**config.mk**
```make
export PLATFORM = sky130hd
export DESIGN_NAME = delta_patch_vram_write_decoder
export DESIGN_NICKNAME = d
export VERILOG_FILES = /design/src/hw/rtl/dpvw_pkg.sv /design/src/hw/rtl/delta_patch_vram_write_decoder.sv /design/src/hw/rtl/dpvw_front.sv /design/src/hw/rtl/dpvw_queue.sv /design/src/hw/rtl/dpvw_back.sv
export SDC_FILE = /design/constraint.sdc
export NUM_CORES = 1
export LEC_CHECK = 0
export ABC_CLOCK_PERIOD_IN_PS = 8500
export CAP_MARGIN = 15
export CORE_UTILIZATION = 55
export CTS_BUF_LIST = sky130_fd_sc_hd__clkbuf_8
export CTS_CLUSTER_DIAMETER = 30
export CTS_CLUSTER_SIZE = 30
export DETAILED_ROUTE_END_ITERATION = 10
export DONT_BUFFER_PORTS = 1
export PLACE_DENSITY = 0.69
export SLEW_MARGIN = 10
export SYNTH_ARGS = -nofsm -noshare
export SYNTH_HDL_FRONTEND = slang
export SYNTH_SLANG_ARGS = --single-unit
```
**constraint.sdc**
```tcl
create_clock -name clk_i -period 8.5 [get_ports clk_i]
set_clock_uncertainty 0.05 [all_clocks]
set_input_delay 1.7 -clock clk_i [delete_from_list [all_inputs] [get_ports clk_i]]
set_output_delay 1.7 -clock clk_i [all_outputs]
set_load 0.02 [all_outputs]
```
**src/hw/rtl/dpvw_pkg.sv**
```systemverilog
// Shared types and constants for the delta patch video memory write decoder.
`timescale 1ns / 1ps

package dpvw_pkg;

  localparam logic [7:0] PAGE_LOW  = 8'd9;
  localparam logic [7:0] PAGE_HIGH = 8'd10;
  localparam logic [7:0] PAGE_NONE = 8'd255;
  localparam logic [7:0] PAGE_CMD  = 8'd142;
  localparam int unsigned PAGE_BIT = 6;
  localparam int unsigned HIGH_W   = 6;
  localparam logic [1:0] HIGH_SET  = 2'b01;

  typedef enum logic [1:0] {
    CMD_END  = 2'd0,
    CMD_HDR  = 2'd1,
    CMD_DATA = 2'd2
  } cmd_kind_e;

  // One parsed command from the front to the back.
  typedef struct packed {
    cmd_kind_e         kind;
    logic              send_page;
    logic              page_hi;
    logic [7:0]        lo;
    logic [HIGH_W-1:0] hi;
  } cmd_t;

  typedef struct packed {
    logic push;
    cmd_t cmd;
  } cmd_push_t;

  typedef struct packed {
    logic empty;
    cmd_t head;
  } cmd_head_t;

endpackage

```
**src/hw/rtl/delta_patch_vram_write_decoder.sv**
```systemverilog
// Top level of the delta patch video memory write decoder.
`timescale 1ns / 1ps

// Takes one stream word per cycle whenever the command queue has room
// (FifoDepth entries). Count and low address words produce nothing; a high
// address word produces two or four control writes, a data word one data
// write, and a zero count word one end-marker word. The back end emits one
// port write per cycle unless out_stall_i holds it, so a header high word
// occupies the output for its two or four writes while the front keeps
// accepting words into the queue. An accepted word passes through the queue
// and then the output register before its first write.
module delta_patch_vram_write_decoder
  import dpvw_pkg::*;
#(
  parameter int unsigned FifoDepth = 4
) (
  input  logic       clk_i,
  input  logic       rst_ni,
  input  logic       in_valid_i,
  output logic       in_stall_o,
  input  logic [7:0] stream_byte_i,
  output logic       out_valid_o,
  input  logic       out_stall_i,
  output logic       to_control_o,
  output logic [7:0] port_value_o,
  output logic       last_of_run_o,
  output logic       stream_end_o
);

  cmd_push_t push;
  cmd_head_t head;
  logic      q_full;
  logic      pop;

  dpvw_front u_front (
    .clk_i         (clk_i),
    .rst_ni        (rst_ni),
    .in_valid_i    (in_valid_i),
    .in_stall_o    (in_stall_o),
    .stream_byte_i (stream_byte_i),
    .q_full_i      (q_full),
    .push_o        (push)
  );

  dpvw_queue #(
    .Depth (FifoDepth)
  ) u_queue (
    .clk_i  (clk_i),
    .rst_ni (rst_ni),
    .push_i (push),
    .pop_i  (pop),
    .full_o (q_full),
    .head_o (head)
  );

  dpvw_back u_back (
    .clk_i         (clk_i),
    .rst_ni        (rst_ni),
    .head_i        (head),
    .pop_o         (pop),
    .out_valid_o   (out_valid_o),
    .out_stall_i   (out_stall_i),
    .to_control_o  (to_control_o),
    .port_value_o  (port_value_o),
    .last_of_run_o (last_of_run_o),
    .stream_end_o  (stream_end_o)
  );

endmodule

```
**src/hw/rtl/dpvw_front.sv**
```systemverilog
// Front end: parses stream words and pushes write commands into the queue.
`timescale 1ns / 1ps

module dpvw_front
  import dpvw_pkg::*;
(
  input  logic       clk_i,
  input  logic       rst_ni,
  input  logic       in_valid_i,
  output logic       in_stall_o,
  input  logic [7:0] stream_byte_i,
  input  logic       q_full_i,
  output cmd_push_t  push_o
);

  typedef enum logic [1:0] {
    PH_COUNT = 2'd0,
    PH_LOW   = 2'd1,
    PH_HIGH  = 2'd2,
    PH_DATA  = 2'd3
  } phase_e;

  phase_e     phase_q, phase_d;
  logic [7:0] bytes_left_q, bytes_left_d;
  logic [7:0] addr_low_q, addr_low_d;
  logic [7:0] page_sent_q, page_sent_d;
  logic [7:0] page;
  logic       accept;

  assign in_stall_o = q_full_i;
  assign accept     = in_valid_i && !q_full_i;
  assign page       = stream_byte_i[PAGE_BIT] ? PAGE_HIGH : PAGE_LOW;

  always_comb begin
    phase_d      = phase_q;
    bytes_left_d = bytes_left_q;
    addr_low_d   = addr_low_q;
    page_sent_d  = page_sent_q;
    push_o       = '0;
    push_o.cmd.kind = CMD_END;
    if (accept) begin
      unique case (phase_q)
        PH_COUNT: begin
          if (stream_byte_i == 8'd0) begin
            push_o.push     = 1'b1;
            push_o.cmd.kind = CMD_END;
            page_sent_d     = PAGE_NONE;
            bytes_left_d    = 8'd0;
          end else begin
            bytes_left_d = stream_byte_i;
            phase_d      = PH_LOW;
          end
        end
        PH_LOW: begin
          addr_low_d = stream_byte_i;
          phase_d    = PH_HIGH;
        end
        PH_HIGH: begin
          push_o.push          = 1'b1;
          push_o.cmd.kind      = CMD_HDR;
          push_o.cmd.send_page = (page != page_sent_q);
          push_o.cmd.page_hi   = stream_byte_i[PAGE_BIT];
          push_o.cmd.lo        = addr_low_q;
          push_o.cmd.hi        = stream_byte_i[HIGH_W-1:0];
          page_sent_d          = page;
          phase_d              = PH_DATA;
        end
        PH_DATA: begin
          push_o.push     = 1'b1;
          push_o.cmd.kind = CMD_DATA;
          push_o.cmd.lo   = stream_byte_i;
          bytes_left_d    = bytes_left_q - 8'd1;
          if (bytes_left_d == 8'd0) begin
            phase_d = PH_COUNT;
          end
        end
        default: phase_d = PH_COUNT;
      endcase
    end
  end

  always_ff @(posedge clk_i or negedge rst_ni) begin
    if (!rst_ni) begin
      phase_q      <= PH_COUNT;
      bytes_left_q <= 8'd0;
      addr_low_q   <= 8'd0;
      page_sent_q  <= PAGE_NONE;
    end else begin
      phase_q      <= phase_d;
      bytes_left_q <= bytes_left_d;
      addr_low_q   <= addr_low_d;
      page_sent_q  <= page_sent_d;
    end
  end

`ifndef NO_ASSERTIONS
  a_push_on_accept: assert property (@(posedge clk_i) disable iff (!rst_ni)
    push_o.push |-> (in_valid_i && !q_full_i))
    else $error("command pushed without an accepted word");
`endif

endmodule

```
**src/hw/rtl/dpvw_queue.sv**
```systemverilog
// Short register queue of parsed commands between front and back.
`timescale 1ns / 1ps

module dpvw_queue
  import dpvw_pkg::*;
#(
  parameter int unsigned Depth = 4
) (
  input  logic      clk_i,
  input  logic      rst_ni,
  input  cmd_push_t push_i,
  input  logic      pop_i,
  output logic      full_o,
  output cmd_head_t head_o
);

  localparam int unsigned AddrW = (Depth > 1) ? $clog2(Depth) : 1;
  localparam int unsigned CntW  = $clog2(Depth + 1);
  localparam logic [AddrW-1:0] LastAddr = AddrW'(Depth - 1);
  localparam logic [CntW-1:0]  FullCnt  = CntW'(Depth);

  cmd_t             entry_q [Depth];
  logic [AddrW-1:0] wr_ptr_q, rd_ptr_q;
  logic [CntW-1:0]  count_q;
  logic             do_push, do_pop;

  assign full_o       = (count_q == FullCnt);
  assign head_o.empty = (count_q == '0);
  assign head_o.head  = entry_q[rd_ptr_q];
  assign do_push      = push_i.push && !full_o;
  assign do_pop       = pop_i && !head_o.empty;

  always_ff @(posedge clk_i) begin
    if (do_push) begin
      entry_q[wr_ptr_q] <= push_i.cmd;
    end
  end

  always_ff @(posedge clk_i or negedge rst_ni) begin
    if (!rst_ni) begin
      wr_ptr_q <= '0;
      rd_ptr_q <= '0;
      count_q  <= '0;
    end else begin
      if (do_push) begin
        wr_ptr_q <= (wr_ptr_q == LastAddr) ? '0 : wr_ptr_q + 1'b1;
      end
      if (do_pop) begin
        rd_ptr_q <= (rd_ptr_q == LastAddr) ? '0 : rd_ptr_q + 1'b1;
      end
      if (do_push && !do_pop) begin
        count_q <= count_q + 1'b1;
      end else if (do_pop && !do_push) begin
        count_q <= count_q - 1'b1;
      end
    end
  end

`ifndef NO_ASSERTIONS
  a_no_push_full: assert property (@(posedge clk_i) disable iff (!rst_ni)
    !(push_i.push && full_o))
    else $error("push into a full queue");
  a_no_pop_empty: assert property (@(posedge clk_i) disable iff (!rst_ni)
    !(pop_i && head_o.empty))
    else $error("pop from an empty queue");
`endif

endmodule

```
**src/hw/rtl/dpvw_back.sv**
```systemverilog
// Back end: expands queued commands into port writes, one word per cycle while the output is not stalled.
`timescale 1ns / 1ps

module dpvw_back
  import dpvw_pkg::*;
(
  input  logic       clk_i,
  input  logic       rst_ni,
  input  cmd_head_t  head_i,
  output logic       pop_o,
  output logic       out_valid_o,
  input  logic       out_stall_i,
  output logic       to_control_o,
  output logic [7:0] port_value_o,
  output logic       last_of_run_o,
  output logic       stream_end_o
);

  logic       out_valid_q;
  logic [1:0] step_q;
  logic       load, fire;
  logic [1:0] idx;
  logic       w_ctl, w_last, w_end;
  logic [7:0] w_val;
  logic       ctl_q, last_q, end_q;
  logic [7:0] val_q;

  assign load = !out_valid_q || !out_stall_i;
  assign fire = load && !head_i.empty;
  assign idx  = head_i.head.send_page ? step_q : step_q + 2'd2;

  // Header order: page, page command, low address, high address.
  always_comb begin
    w_ctl  = 1'b0;
    w_val  = 8'd0;
    w_last = 1'b1;
    w_end  = 1'b0;
    unique case (head_i.head.kind)
      CMD_END: begin
        w_end = 1'b1;
      end
      CMD_DATA: begin
        w_val = head_i.head.lo;
      end
      CMD_HDR: begin
        w_ctl  = 1'b1;
        w_last = (idx == 2'd3);
        unique case (idx)
          2'd0:    w_val = head_i.head.page_hi ? PAGE_HIGH : PAGE_LOW;
          2'd1:    w_val = PAGE_CMD;
          2'd2:    w_val = head_i.head.lo;
          default: w_val = {HIGH_SET, head_i.head.hi};
        endcase
      end
      default: w_end = 1'b0;
    endcase
  end

  assign pop_o = fire && w_last;

  always_ff @(posedge clk_i or negedge rst_ni) begin
    if (!rst_ni) begin
      out_valid_q <= 1'b0;
      step_q      <= 2'd0;
    end else begin
      if (load) begin
        out_valid_q <= fire;
      end
      if (fire) begin
        step_q <= w_last ? 2'd0 : step_q + 2'd1;
      end
    end
  end

  always_ff @(posedge clk_i) begin
    if (fire) begin
      ctl_q  <= w_ctl;
      val_q  <= w_val;
      last_q <= w_last;
      end_q  <= w_end;
    end
  end

  assign out_valid_o   = out_valid_q;
  assign to_control_o  = ctl_q;
  assign port_value_o  = val_q;
  assign last_of_run_o = last_q;
  assign stream_end_o  = end_q;

`ifndef NO_ASSERTIONS
  a_step_in_header: assert property (@(posedge clk_i) disable iff (!rst_ni)
    (step_q != 2'd0) |-> (!head_i.empty && head_i.head.kind == CMD_HDR))
    else $error("multi-word step outside a header command");
  a_pop_emits: assert property (@(posedge clk_i) disable iff (!rst_ni)
    pop_o |=> (out_valid_o && last_of_run_o))
    else $error("command retired without its final word");
`endif

endmodule
```
* After elaboration in Yosys (flattened, before gate mapping) *
Memory sizes are Yosys's and may differ from the RTL's.
Index checks and enable logic that the tools add are counted.

word-level totals
  memories = 1
  input port bits = 12
  logic and storage cells = 91
  memory bits (read-only) = 0
  bits in registers = 47
  output and inout bits = 13
  bits in latches = 0
  RAM bits = 72

cells by class
  eq/ne operators = 15
  $lt $le $gt $ge = 0
  $add $sub $neg = 7
  divide/modulo/power cells = 0
  muxes and demuxes = 28
  $mul = 0
  bitwise gates (word level) = 0
  shift operators = 0
  reduce and logical (&&, ||, !) cells = 27

memory list
  memory           words  width  rd ports  clocked after memory_dff  write ports  line              RTL
  u_queue.entry_q  4      18     1         0                         1            dpvw_queue.sv:22  cmd_t entry_q [Depth];

operators by type and width
  kind                                                                     count
  8-bit case mux with 2 select lines                                       4
  8-bit case mux with 3 select lines                                       1
  19-bit 2-to-1 mux                                                        1
  2-bit 2-to-1 mux                                                         9
  8-bit zero test                                                          2
  8-bit 2-to-1 mux                                                         2
  2-bit == test, second input constant                                     7
  3-bit 2-to-1 mux                                                         3
  3-bit case mux with 3 select lines                                       1
  8-bit inequality test                                                    1
  2-bit case mux with 4 select lines                                       1
  8-bit by 1-bit subtractor with 8-bit output, second input constant       1
  1-bit logical AND                                                        7
  2-bit by 1-bit adder with 2-bit output, second input constant            3
  2-bit by 1-bit == test with 1-bit output, second input constant          3
  1-bit zero test                                                          6
  2-bit zero test                                                          3
  6-bit 2-to-1 mux                                                         1
  3-bit AND reduction                                                      2
  2-bit nonzero test                                                       3
  1-bit 2-to-1 mux                                                         5
  2-bit by 1-bit inequality test with 1-bit output, second input constant  2
  2-bit AND reduction                                                      2
  3-bit by 1-bit adder with 3-bit output, second input constant            1
  6 further kinds                                                          6

* Longest topological paths before layout *
Gate-level depths: netlist of run 1.

  depth after elaboration = 9
  gate-level depth with buffers = 15
  gate-level depth less buffers = 12

* Modules after synthesis *
Synthesis of run 1 repeated with hierarchy kept, for this count alone.

second synthesis, totals
  cell total of the unflattened synthesis = 359
  area, all modules = 5297.6 um^2

by module, submodules not included
  module      times used  cells an instance  seq. area each (um^2)  area an instance (um^2)
  dpvw_queue  1           131                2337.2                 3046.7
  dpvw_front  1           161                529.3                  1493.9
  dpvw_back   1           67                 405.4                  757.0

* Least setup slack after synthesis of run 1 *
Ideal clock, no wire load.

  kind = input port to flip-flop
  start = input out_stall_i
  end = register u_queue.count_q[1]
  arrival time = 3694 ps
  setup time = 125 ps
  slack = 4631 ps
  buffers on the path = 0
  cell stages on the path = 7
  required time = 8325 ps
  cells stage by stage = a21oi_1 > and2_4 > inv_1 > ha_1 > inv_1 > fa_1 > mux2_2

on the way
  word-level cells in the longest chain between the ends = 8
  elaborated cells on any way between the ends = 10
  those cells by class = mux (1); reduce/logical (9)

ends and longest elaborated chain
  what                                                    line                                  RTL
  from (decl)                                             delta_patch_vram_write_decoder.sv:23  input logic out_stall_i,
  1-bit zero test *                                       dpvw_back.sv:28                       assign load = !out_valid_q || !out_stall_i;
  1-bit logical OR *                                      dpvw_back.sv:28
  1-bit logical AND *                                     dpvw_back.sv:29                       assign fire = load && !head_i.empty;
  1-bit logical AND *                                     dpvw_back.sv:59                       assign pop_o = fire && w_last;
  1-bit logical AND *                                     dpvw_queue.sv:31                      assign do_pop = pop_i && !head_o.empty;
  1-bit zero test                                         dpvw_queue.sv:51                      if (do_push && !do_pop) begin
  1-bit logical AND                                       dpvw_queue.sv:51
  3-bit 2-to-1 mux or 2-bit nonzero test (tied branches)  -
  to (signal assigned)                                    dpvw_queue.sv:52                      count_q <= count_q + 1'b1;
  to (signal assigned)                                    dpvw_queue.sv:54                      count_q <= count_q - 1'b1;
  to (decl)                                               dpvw_queue.sv:24                      logic [CntW-1:0] count_q;

Mark *: on every way between the ends. The rest lies on a longest branch, timed or not.
A chain may end at the register's enable or synchronous reset.

* Worst setup path after layout of run 1 *
  start = input stream_byte_i[3]
  end = register u_queue.count_q[2]

on the way
  word-level cells in the longest chain between the ends = 8
  elaborated cells on any way between the ends = 10
  those cells by class = mux (4); reduce/logical (6)

ends and longest elaborated chain
  what                                  line                                  RTL
  from (decl)                           delta_patch_vram_write_decoder.sv:21  input logic [7:0] stream_byte_i,
  8-bit zero test *                     dpvw_front.sv:44                      if (stream_byte_i == 8'd0) begin
  3-bit 2-to-1 mux *                    dpvw_front.sv:44
  3-bit case mux with 3 select lines *  dpvw_front.sv:42                      unique case (phase_q)
  19-bit 2-to-1 mux *                   dpvw_front.sv:41                      if (accept) begin
  1-bit logical AND *                   dpvw_queue.sv:30                      assign do_push = push_i.push && !full_o;
  named net u_queue.do_push             dpvw_queue.sv:25                      logic do_push, do_pop;
  1-bit zero test                       dpvw_queue.sv:53                      end else if (do_pop && !do_push) begin
  1-bit logical AND                     dpvw_queue.sv:53
  2-bit nonzero test (no line)          -

Mark *: on every way through the listed nets, which the timed path passes. The rest lies on a longest branch.

==> results of run 1 <==
-- stage by stage --
stage	worst slack (ns)	area [um^2]	hold slack (ns)
floorplan	4.63	5200	0.401
global placement	4.44	5290	0.417
detailed placement	4.39	5290	0.426
CTS	4.82	5730	0.442
global route	4.62	5730	0.460
finish	4.83	5730	0.436
-- power by group --
group	total, mW	switching (mW)	internal (mW)
Sequential	0.943	0.150	0.794
Clock	0.556	0.209	0.347
Combinational	0.753	0.415	0.337
Total	2.25	0.774	1.48
-- cells in the mapped netlist (all sizes together), types with 10 or more instances --
library cell,count
mux4,18
nand3,10
o21ai,20
nor2,16
dfrtp,28
edfxtp,83
ha,18
mux2,11
inv,12
clkbuf,11
nand2,18
a21oi,16
-- cell type report --
type | instances | area [um^2] | area share, %
Clock buffer | 21 | 289 | 5.04
Clock inverter | 11 | 158 | 2.75
Inverter | 13 | 48.8 | 0.851
Multi-Input combinational cell | 213 | 1800 | 31.5
Sequential cell | 114 | 3270 | 57.1
Tap cell | 111 | 139 | 2.42
Timing Repair Buffer | 3 | 22.5 | 0.393
-- worst max-delay path by stage --
stage                                        end             start  slack, ns
after floorplan               u_queue.count_q[1]       out_stall_i       4.63
after global placement     u_queue.entry_q[0][7]  stream_byte_i[3]       4.44
after detailed placement   u_queue.entry_q[1][1]  stream_byte_i[3]       4.39
after CTS                 u_queue.entry_q[1][14]  stream_byte_i[3]       4.82
after global routing       u_queue.entry_q[1][5]  stream_byte_i[3]       4.62
final                         u_queue.count_q[2]  stream_byte_i[3]       4.83
-- routing by layer --
layer / track usage, % / wire length [um] / vias to the layer above
li1: - / - / 1376
met1: 26.1 / 4140 / 1419
met2: 33.0 / 4540 / 71
met3: 6.47 / 363 / 14
met4: 10.4 / 146 / 0
met5: 0 / 0 / -
-- flip-flops by register name (all words and copies together) (netlist names) --
signal / cells
u_queue.entry_q: 72
u_back.to_control_o: 1
u_front.page_sent_q: 3
u_front.bytes_left_q: 8
u_back.step_q: 2
u_back.out_valid_o: 1
u_front.addr_low_q: 8
u_queue.count_q: 3
u_queue.wr_ptr_q: 2
u_back.last_of_run_o: 1
u_front.phase_q: 2
u_back.port_value_o: 8
u_queue.rd_ptr_q: 2
u_back.stream_end_o: 1
-- critical path, cell delays in order --
cell and delay [ns]:
nor4_1 0.30, nand4_1 0.31, a211oi_2 0.52, ha_1 0.27, inv_1 0.06, fa_1 0.37
xor2_1 0.17, nor2_1 0.11, xor2_1 0.14
-- cell families after synthesis --
group                    Yosys count  synth area share (%)
AO/OA/AOI/OAI                     70                  8.81
XOR/XNOR                           5                  1.35
adder cells (fa/ha/maj)           19                  4.72
buffers and inverters             30                  2.34
flip-flops                       114                  63.0
multiplexers                      33                  11.1
AND/OR/NAND/NOR                   86                  8.72
==> flow_summary.yaml, run 1 <==
pwr:
  leakagePower_nw: 2.09
  p_total_mw: 2.25
  powerDensity_nw_per_um2: 393
  ir_drop_uv: 167
sta:
  slew_viol_final: 0
  finalSetupViolCount: 0
  relSlewSlack_pct: 37.9
  fin_crit_ns: 3.67
  rsz0062_at_grt: "false"
  setup_tns_ns: 0
  period_share_pct: 43.2
  hold_viol_final: 0
  tightest_slew_ns: 0.932
  fmax_mhz: 272
logic_synthesis:
  ys_seq_area_share_pct: 63.0
  synth-main-ff-cell: "edfxtp_1"
  synth_top_area_share_pct: 48.0
  ys_types: 55
  synth_area_leaders: "edfxtp_1 48%, dfrtp_1 13%, mux4_2 7.8%, ha_1 4.3%, mux2_2 1.7%"
  postSynth.asyncResetShare_pct: 27.2
  yosysWarnings: 0
  synth-edff-count: 83
  syn_area_um2: 5200
  yosys.area.top_type: "edfxtp_1"
  syn_nets: 388
  syn-mean-instance-area_um2: 14.6
  synth_cells: 357
  ys_ff_latch: 114
die:
  die-area_um2: 9840
  start_util_pct: 56.5
  die_x_um: 99.2
  ios: 25
  fp.dieH_um: 99.2
  core_um2: 9200
  core.rowCount: 35
critical_path:
  arrival_ns: 3.96
  crit_fanout: 9
  ff2ff_path_depth: 12
  cp-end-kind: "flip-flop"
  path_class: "in -> reg"
  rr_startpoint: "u_queue.rd_ptr_q[1]"
  rrSetupSlack_ns: 5.10
  crit_path_start_kind: "primary input"
  reg2reg_to: "u_queue.count_q[2]"
  cp.required_ns: 8.79
outcome:
  status: "finished clean"
placement:
  gp_congestion: 0.893
  dp_cells: 454
  post-dp-hpwl_mm: 6.19
  portBuffers: 0
layout:
  area_growth_pct: 10.3
  drive_gt1_share_pct: 19.2
  fill_cells: 679
  fin_cells: 486
  fin_nets: 393
  antenna_cells: 0
  most-common-layout-cells: "83 x edfxtp_1, 28 x dfrtp_1, 21 x clkbuf_8"
  post-route-util_pct: 62.3
  final_common_cell: "edfxtp_1"
detailed_routing:
  drt.antenna.violating_nets: 0
  wirelength_mm: 9.19
  avgRoutedWirePerCell_um: 18.9
  drt_pass1_iterations: 4
  num_vias: 2880
  viasPerCell: 5.93
  drc_errors: 0
  drt_iter0_markers: 106
min_path:
  hp-start: "u_front.addr_low_q[6]"
  hold_class: "reg -> reg"
  holdPathStages: 2
  min_to: "u_front.addr_low_q[6]"
clock_network:
  cts-resized-gates: 0
  cts_tree: "yes"
  cts.clk_slew.worst_paths_ns: 0.07
  clk_path_buf_depth: 2
  holdBufCountCts: 0
  numCtsBuffers: 17
  clock_latency_ns: 0.42
  clock-sinks: 114
  htree_levels: 4
  cts-root-buf: "clkbuf_8"
  post_cts_buffers: 0
global_routing:
  grt_pass1_wl_mm: 14.9
  grt_pass1_vias: 2963
  antenna_found_initial: 0
  grt_max_degree: 32
  grt_util_all_layers_pct: 20.8
  grt_overflow: 0
run:
  maxCapViolCount: 0
No activity file was read; power rests on OpenSTA's default activity.
==> run 2, diff against run 1 <==
ABC_AREA = 1   (was default)
ABC_CLOCK_PERIOD_IN_PS = 3750   (was 8500)
clock period = 3.75 ns   (was 8.5 ns; I/O delays follow)
==> run 2 against run 1 <==
Effect of this change:
- sequential power is 110% higher
- cell area is 3.2% higher
- synthesized cell count is 46% higher
- clock-buffer cell count is 3 lower
- critical path depth is 4 higher
- die area is 1.8% higher
- worst setup slack worse by 3.9 ns
- register-to-register slack worse by 4.2 ns
- first-iteration DRC count is 120% higher
- critical path type is now reg -> reg
==> flow_summary.yaml, run 2 <==
layout:
  fin_cells: 675
  fin_nets: 564
  largest_register: "u_queue.entry_q"
  largest_reg_flops: 72
  final_common_cell: "nand2_1"
  drive_gt1_share_pct: 11.0
  post-route-util_pct: 63.7
  most-common-layout-cells: "105 x nand2_1, 83 x edfxtp_1, 53 x inv_1, 53 x nor2_1, 53 x o21ai_0"
  design_area_um2: 5920
  antenna_cells: 0
  area_growth_pct: 11.8
placement:
  gp_congestion: 0.823
  dp_cells: 642
  portBuffers: 0
  post-dp-hpwl_mm: 6.96
  pre_cts_ws_ns: 0.933
  placed_area_um2: 5420
logic_synthesis:
  synth_cells: 521
  yosysMostFrequentCell: "nand2_1"
  postSynth.asyncResetShare_pct: 27.2
  ys_seq_area_share_pct: 61.8
  yosys.area.top_type: "edfxtp_1"
  syn_area_um2: 5290
  syn_nets: 552
  ys_ff_latch: 114
  synth-main-ff-cell: "edfxtp_1"
  syn-mean-instance-area_um2: 10.2
  yosysWarnings: 0
  synth_commonest_cells: "105 x nand2_1, 83 x edfxtp_1, 53 x inv_1, 53 x nor2_1, 53 x o21ai_0"
  synth-edff-count: 83
  ys_types: 32
  synth_top_area_share_pct: 47.1
  synth_area_leaders: "edfxtp_1 47%, dfrtp_1 13%, nand2_1 7.4%, o21ai_0 5.0%, nand3_1 4.3%"
clock_network:
  clock_latency_ns: 0.43
  cts_tree: "yes"
  clk_path_buf_depth: 2
  cts-resized-gates: 0
  numCtsBuffers: 17
  htree_levels: 4
  clock-sinks: 114
  cts.clk_slew.worst_paths_ns: 0.07
  cts-root-buf: "clkbuf_8"
outcome:
  status: "finished clean"
pwr:
  p_int_mw: 3.15
  combPwrFrac_pct: 35.4
  switching_share_pct: 39.0
  powerDensity_nw_per_um2: 874
  leakagePower_nw: 2.42
  p_switching_mw: 2.02
  pwr-share-seq_pct: 38.6
  p_clk_share_pct: 26.0
  ir_drop_uv: 443
  p_total_mw: 5.17
critical_path:
  crit_chain: "buf_4 > nand2_1 > a32oi_1 > ha_1 > buf_4 > nand2_2 > nand2_2 > ha_1 > inv_1 > fa_1 > a21oi_1 > o21ai_0 > xnor2_1"
  cp.required_ns: 4.01
  path_class: "reg -> reg"
  max_stage_delay_ns: 0.38
  crit_fanout: 38
  crit_path_start_kind: "flip-flop"
  worst_path_dominant_cell_family: "adder cells"
  critPathSlowestCell: "fa_1"
  arrival_ns: 3.12
  cp-end-kind: "flip-flop"
  crit_buf_inv: 3
detailed_routing:
  avgRoutedWirePerCell_um: 15.8
  drt_pass1_iterations: 4
  drc_errors: 0
  wirelength_mm: 10.7
  drt_iter0_markers: 234
  drt.antenna.violating_nets: 0
  viasPerCell: 5.48
  num_vias: 3699
sta:
  relSlewSlack_pct: 60.1
  fin_crit_ns: 2.86
  setup_tns_ns: 0
  hold_viol_final: 0
  tightest_slew_ns: 0.596
  fmax_mhz: 350
  rsz0062_at_grt: "false"
  hold_ws_ns: 0.0971
  slew_viol_final: 0
  finalSetupViolCount: 0
  layout_setup_ws_ns: 0.891
  period_share_pct: 76.2
die:
  core_um2: 9280
  start_util_pct: 57.0
  die_x_um: 100
  ios: 25
  core.rowCount: 35
  die-area_um2: 10000
  fp.dieH_um: 100
global_routing:
  grt_overflow: 0
  antenna_found_initial: 0
  grt_util_all_layers_pct: 23.9
  grt_pass1_wl_mm: 17.7
  grt_pass1_vias: 3641
  grt_max_degree: 39
min_path:
  hold_class: "in -> async"
run:
  maxCapViolCount: 0
==> run 2: what timing repair did <==
item	in CTS	in global routing
hold buffers	1	0
buffers inserted	0	0
hold endpoints to repair	28	0
==> run 2: final timing paths <==
path	start	cells after the start	slack (ns)	end
worst max-delay path	u_queue.rd_ptr_q[0]	13	0.89	u_queue.count_q[2]
worst min-delay path	rst_ni	1	0.1	u_queue.count_q[1]
worst max register to register	u_queue.rd_ptr_q[0]	13	0.89	u_queue.count_q[2]
worst min register to register	u_front.addr_low_q[2]	2	0.44	u_front.addr_low_q[2]
max in group asynchronous	rst_ni	1	3.38	u_front.bytes_left_q[4]
min in group clk_i	out_stall_i	2	0.43	u_back.out_valid_o
==> run 2: final cells by class <==
type	count	area, um^2
Multi-Input combinational cell	335	1710
Inverter	55	206
Fill cell	753	3370
Sequential cell	114	3270
Clock inverter	14	226
Tap cell	129	161
Timing Repair Buffer	10	87.6
Clock buffer	18	248
==> run 2: kinds of logic after synthesis <==
kind of cell | Yosys count | synth area share [%]
compound gates | 94 | 9.67
xor+xnor | 3 | 0.497
fa+ha+maj | 19 | 4.63
buf+inv | 72 | 5.79
flops | 114 | 61.8
simple gates | 219 | 17.6
==> run 2: layer usage <==
layer	share of wire [%]	wire length (um)	vias up	GRT usage, %
met5	0	0	-	0
met3	5.3	561	20	7.10
met2	50	5310	106	40.0
met1	43	4600	1781	29.6
met4	1.7	183	0	8.47
li1	-	-	1792	-
==> run 2: power by group through the flow <==
stage	clock network, mW	registers (mW)	logic [mW]
final	1.34	2.00	1.83
after global routing	1.42	2.03	2.08
after detailed placement	0	2.02	1.80
after floorplan	0	1.99	1.41
after CTS	1.36	2.00	1.82
after global placement	0	2.01	1.75
